$ cat config.mk
export PLATFORM = sky130hd
export DESIGN_NAME = fcpt_front
export DESIGN_NICKNAME = d
export VERILOG_FILES = /design/src/fcpt_pkg.sv /design/src/fcpt_front.sv
export SDC_FILE = /design/constraint.sdc
export NUM_CORES = 1
export LEC_CHECK = 0
export BUFFER_PORTS_ARGS = -buffer_cell sky130_fd_sc_hd__buf_2
export CORE_AREA = 2 2 165 167
export DETAILED_ROUTE_END_ITERATION = 8
export DIE_AREA = 0 0 167 169
export PLACE_DENSITY = 0.75
export SETUP_SLACK_MARGIN = 0.3
export SLEW_MARGIN = 10
export SYNTH_ARGS = -nofsm -noshare
export SYNTH_HDL_FRONTEND = slang
export SYNTH_SLANG_ARGS = --single-unit
export TNS_END_PERCENT = 100
$ cat constraint.sdc
create_clock -name i_clk -period 8.56 [get_ports i_clk]
set_input_delay 1.284 -clock i_clk [delete_from_list [all_inputs] [get_ports i_clk]]
set_output_delay 1.284 -clock i_clk [all_outputs]
set_load 0.005 [all_outputs]
$ cat src/fcpt_pkg.sv
// ----------------------------------------------------------------------------
// fcpt_pkg: shared types and constants of the function call profiler table
// Holds the table geometry, request and status codes, and the queue record
// that passes classified requests from the front end to the back end.
// ----------------------------------------------------------------------------
package fcpt_pkg;

    localparam int unsigned Entries  = 4096;
    localparam int unsigned IdxW     = $clog2(Entries);
    localparam int unsigned OutIdxW  = 12;
    localparam int unsigned MeanW    = 48;
    localparam int unsigned CountW   = 32;
    localparam int unsigned LevelW   = 8;
    localparam int unsigned StampW   = 64;
    localparam int unsigned DivW     = 128;

    // request codes
    localparam logic [1:0] ReqEnter = 2'd0;
    localparam logic [1:0] ReqExit  = 2'd1;

    // status codes
    typedef enum logic [1:0] {
        ST_OK       = 2'd0,
        ST_RANGE    = 2'd1,
        ST_UNMATCH  = 2'd2,
        ST_DISABLED = 2'd3
    } t_status;

    // operation decided by the front end
    typedef enum logic [1:0] {
        OP_READ  = 2'd0,
        OP_ENTER = 2'd1,
        OP_EXIT  = 2'd2,
        OP_NONE  = 2'd3
    } t_op;

    // classified request between front and back end
    typedef struct packed {
        t_op               op;
        logic              in_range;
        t_status           status;
        logic [IdxW-1:0]   idx;
        logic [StampW-1:0] stamp;
        logic [31:0]       calib;
    } t_req;

    // back end sequencer states
    typedef enum logic [3:0] {
        BS_IDLE,
        BS_CLEAR,
        BS_READ,
        BS_DECIDE,
        BS_MUL0,
        BS_MUL1,
        BS_DIV,
        BS_WRITE,
        BS_OUT
    } t_bstate;

endpackage

$ cat src/fcpt_front.sv
// ----------------------------------------------------------------------------
// fcpt_front: request intake and classification
// Forms the table index, checks enable and range, and pushes a classified
// request into a two-entry queue toward the back end.
// ----------------------------------------------------------------------------
module fcpt_front (
    input  logic                  i_clk,
    input  logic                  i_rst_n,
    input  logic                  i_valid,
    output logic                  o_ready,
    input  logic [1:0]            i_req_type,
    input  logic [63:0]           i_func_addr,
    input  logic [63:0]           i_cycle_stamp,
    input  logic                  i_enable,
    input  logic [63:0]           i_text_base,
    input  logic [31:0]           i_calib,
    output logic                  o_q_valid,
    input  logic                  i_q_pop,
    output fcpt_pkg::t_req        o_q_data
);

    fcpt_pkg::t_req r_q [2];
    logic           r_rd_ptr;
    logic           r_wr_ptr;
    logic [1:0]     r_cnt;
    logic [63:0]    w_diff;
    fcpt_pkg::t_req w_req;
    logic           w_push;

    // classify the incoming request
    always_comb begin
        w_diff         = i_func_addr - i_text_base;
        w_req.idx      = w_diff[fcpt_pkg::IdxW-1:0];
        w_req.stamp    = i_cycle_stamp;
        w_req.calib    = i_calib;
        w_req.in_range = (w_diff < 64'(fcpt_pkg::Entries));
        w_req.status   = fcpt_pkg::ST_OK;
        w_req.op       = fcpt_pkg::OP_READ;
        if ((i_req_type == fcpt_pkg::ReqEnter || i_req_type == fcpt_pkg::ReqExit)
                && !i_enable) begin
            w_req.status = fcpt_pkg::ST_DISABLED;
            w_req.op     = fcpt_pkg::OP_NONE;
        end else if (!w_req.in_range) begin
            w_req.status = fcpt_pkg::ST_RANGE;
            w_req.op     = fcpt_pkg::OP_NONE;
        end else if (i_req_type == fcpt_pkg::ReqEnter) begin
            w_req.op = fcpt_pkg::OP_ENTER;
        end else if (i_req_type == fcpt_pkg::ReqExit) begin
            w_req.op = fcpt_pkg::OP_EXIT;
        end
    end

    assign o_ready   = (r_cnt != 2'd2);
    assign w_push    = i_valid && o_ready;
    assign o_q_valid = (r_cnt != 2'd0);
    assign o_q_data  = r_q[r_rd_ptr];

    // queue pointers
    always_ff @(posedge i_clk) begin
        if (!i_rst_n) begin
            r_rd_ptr <= 1'b0;
            r_wr_ptr <= 1'b0;
            r_cnt    <= 2'd0;
        end else begin
            if (w_push) r_wr_ptr <= ~r_wr_ptr;
            if (i_q_pop) r_rd_ptr <= ~r_rd_ptr;
            r_cnt <= r_cnt + 2'(w_push) - 2'(i_q_pop);
        end
    end

    // queue storage
    always_ff @(posedge i_clk) begin
        if (w_push) r_q[r_wr_ptr] <= w_req;
    end

endmodule

# Word level (Yosys, flattened, before mapping)
# Memory sizes are Yosys's and may differ from the RTL's. A register that Yosys moved wholly into a read port is not among the register bits.
# Cells that the tools add are included.
# totals
regBits	4
ramBits	226
inputBits	231
output_inout_bits	115
mem_count	1
# mem_list
name	depth	width	read_ports	rd_ports_with_merged_regs	write_ports	line	text
r_q	2	113	1	1	1	fcpt_front.sv:22	fcpt_pkg::t_req r_q [2];
# classes
add_sub_neg	3
order_cmp	1
n_eq_ne	2
muxes	10
bitwise_logic	2
n_reduce_logical	6
# ops
cell	count
$lt A64 B13 Y1 const B	1
$sub A64 B64 Y64	1
$mux W2	5
$mux W1	5
$add A2 B1 Y2	1
$eq A2 B1 Y1 const B	1
$logic_and A1 B1 Y1	2
$logic_not A2 Y1	1
$ne A2 B2 Y1 const B	1
$not A1 Y1	2
$reduce_bool A2 Y1	1
$sub A2 B1 Y2	1
$logic_not A1 Y1	1
$logic_or A1 B1 Y1	1

# Logic depth before layout (Yosys ltp)
# logic_depth
depth_word	5
mapped_depth	15
ltp_nobuf	14

# Worst setup path after synthesis
# No wires, ideal clock.
# synth_timing
kind	input to register
startpoint	in i_valid
endpoint	mem r_q[0][0] (netlist bit), enable pin
setup_ps	587
t_arrival_ps	6085
path_slack_ps	1887
stages	2
n_path_buf	0
cell_sequence	nand2_1 nor2_1
# synth_between
elab_chain_len	3
# synth_lines
item	line	text
start, declared	fcpt_front.sv:9	input logic i_valid,
$logic_and A1 B1 Y1	fcpt_front.sv:54	assign w_push = i_valid && o_ready;
$mux W1	fcpt_front.sv:73	if (w_push) r_q[r_wr_ptr] <= w_req;
$mux W1 (implied by the code)	fcpt_front.sv:73	
end, declared	fcpt_front.sv:22	
# No other way between the ends.

==> results.sh <==
export IMPL_outcome="finished, final reports clean"
export IMPL_p_leak_nw=6.32
export IMPL_criticalPathCategory="primary input to flip-flop"
export IMPL_drc=0
export IMPL_synth_edf_count=226
export IMPL_pre_cts_slack_ns=3.03
export IMPL_layout_setup_ws_ns=3.41
export IMPL_cts_setup_buffers=0
export IMPL_setup_viol=0
export IMPL_yosysSeqAreaShare_pct=52.8
export IMPL_yosys_area_top_type="edfxtp_1"
export IMPL_finalCritPeriodShare_pct=60.2
export IMPL_clockRootBuffer="clkbuf_16"
export IMPL_tritoncts_num_sinks=231
export IMPL_cts_tree="built"
export IMPL_vias=10562
export IMPL_core_um2=26500
export IMPL_grt_pass1_vias=10171
export IMPL_min_from="r_rd_ptr"
export IMPL_hold_viol_final=0
export IMPL_wl_met3_um=2670
export IMPL_clock_latency_ns=0.50
export IMPL_relSlewSlack_pct=28.6
export IMPL_cts_made_buffers=21
export IMPL_max_freq_mhz=194
export IMPL_ys_top_cells_by_area="edfxtp_1 (52%), mux2_2 (9.8%), ha_1 (6.2%), a21oi_1 (4.0%), nand2_1 (2.6%)"
export IMPL_yosysMostFrequentCell="edfxtp_1"
export IMPL_fin_crit_ns=5.15
export IMPL_start_util_pct=49.2
export IMPL_fin_skew_ns=0.0234
export IMPL_ys_flop_type="edfxtp_1"
export IMPL_cp_end_kind="flip-flop"
export IMPL_antenna_found_initial=3
export IMPL_grt_util_all_layers_pct=25.2
export IMPL_die_width_um=167
export IMPL_h_tree_depth=1
export IMPL_syn_inst=1146
export IMPL_crit_required_ns=8.76
export IMPL_post_cts_resize_count=0
export IMPL_maxSlewViolCount=0
export IMPL_syn_to_final_growth_pct=20.1
export IMPL_grt_max_degree=80
export IMPL_peakVddDrop_uv=252
export IMPL_dr_wl_met2_um=18400
export IMPL_fp_row_count=60
export IMPL_hold_depth=2
export IMPL_grt_overflow=0
export IMPL_wl_um=37500
export IMPL_routedLengthMet1_um=15000
export IMPL_synth_top_area_share_pct=52.0
export IMPL_cp_start_kind="primary input"
export IMPL_synthDistinctLibCells=67
export IMPL_setup_tns_ns=0
export IMPL_cp_arrival_ns=5.35
export IMPL_yosysWarnings=0
export IMPL_placed_cell_area_um2=15000
export IMPL_ys_seq_elements=231
export IMPL_fillCellCount=2194
export IMPL_dp_hpwl_um=29300
export IMPL_die_area_um2=28200
export IMPL_drive_above_1_share_pct=33.9
export IMPL_grt_pass1_wl_um=56500
export IMPL_synth_commonest_cells="edfxtp_1 (226), mux2_2 (114), a21oi_1 (104)"
export IMPL_hold_path_class="flip-flop to flip-flop"
export IMPL_cts_hold_buf=0
export IMPL_via_per_inst=5.78
export IMPL_fin_nets=1764
export IMPL_final_area_um2=15700
export IMPL_port_buffers=345
export IMPL_antenna_left=0
export IMPL_gp_congestion=1.04
export IMPL_rsz0062_at_grt="false"
export IMPL_wire_per_inst_um=20.6
export IMPL_die_h_um=169
export IMPL_drt_initial_drc_count=1041
export IMPL_synth_cell_area_um2=13000
export IMPL_cts_max_path_buffers=3
export IMPL_async_reset_ff_share_pct=0
export IMPL_p_per_area_nw_per_um2=201
export IMPL_synthesis_nets=1443
export IMPL_clk_pin_slew_ns=0.06
export IMPL_first_pass_iters=6
export IMPL_max_cap_violations=0
export IMPL_avgSynthCellArea_um2=11.4
export IMPL_io_pins=346
export IMPL_worst_pin_slew_ns=1.07
export IMPL_critPathMaxFanout=11
export IMPL_maxUsedRoutingLayer="met4"
export IMPL_r2r_cells=3
export IMPL_startpoint="i_func_addr[30]"
export IMPL_r2r_start="r_cnt[0]"
-- layout make-up --
class / instances / area, um^2 / area share [%]
clock buffers: 31 / 593 / 3.79
diodes: 4 / 10.0 / 0.0639
clock inverters: 7 / 37.5 / 0.240
multi-input cells: 784 / 5650 / 36.1
flip-flops and latches: 231 / 6890 / 44.0
inverters: 80 / 300 / 1.92
well taps: 341 / 427 / 2.72
repair buffers: 349 / 1760 / 11.2
-- cells in the final DEF (no fill, tap or decap), types with 5 or more instances in the layout --
master	n
xor2_1	19
nand2_1	90
nor2b_1	5
nor2_1	65
a31oi_1	11
o21ai_0	48
o21a_1	19
ha_1	65
nand3_1	21
xnor2_1	28
a21o_1	13
mux2i_1	5
a21oi_1	104
inv_1	80
nand4_1	35
mux2_2	114
a211oi_1	5
o211ai_1	6
clkbuf_1	7
nor4_1	8
o21ai_1	7
nor3_1	14
o31ai_1	8
buf_2	345
nand2b_1	7
clkbuf_16	21
edfxtp_1	226
and2_1	7
o21bai_1	8
-- stage by stage --
stage	power [mW]	hold slack (ns)	utilization [%]	instances
finish	3.16	0.569	59.1	1827
global route	3.29	0.609	59.1	1826
CTS	3.17	0.572	59.1	1823
detailed placement	2.31	0.559	56.7	1785
global placement	2.29	0.556	56.7	1785
floorplan	1.99	0.542	-	1146
-- state kept, by name, summed over array words and instances, names as in the netlist, named ones only --
signal / count
r_q: 226
r_cnt: 2
r_rd_ptr: 1
r_wr_ptr: 1
-- path summary, 6_finish.rpt --
check                                    to  slack (ns)
worst max-delay path            r_q[0][112]        3.41
worst min-delay path              flip-flop        0.57
worst max register to register   r_q[1][43]        6.13
worst min register to register    flip-flop        0.57
-- power breakdown --
part	internal (mW)	switching, mW
clock network	0.482	0.379
logic	0.339	0.488
registers	1.43	0.0411
total	2.25	0.908
-- logic make-up after synthesis --
kind of cell	synth area share, %
mux	10.2
xor+xnor	3.16
flops	52.8
buf+inv	3.97
compound gates	13.2
simple gates	10.2
fa+ha+maj	6.39
-- critical path, cell delays in order --
cell,delay [ns]
buf_2,0.10
ha_1,0.44
a21oi_1,0.32
o21ai_0,0.22
a221oi_2,0.38
nor3_1,0.15
nor3b_1,0.29
a21oi_1,0.14
xor2_1,0.19
a2111oi_0,0.64
nand4b_1,0.30
nor4_1,0.67
o211ai_1,0.22
-- metal layers --
metal	global-route usage [%]	up-vias
met1	32.2	5024
met4	9.63	0
met3	2.99	90
met5	0	-
met2	44.1	502
li1	-	4946
Power figures use the tool's default switching activity.
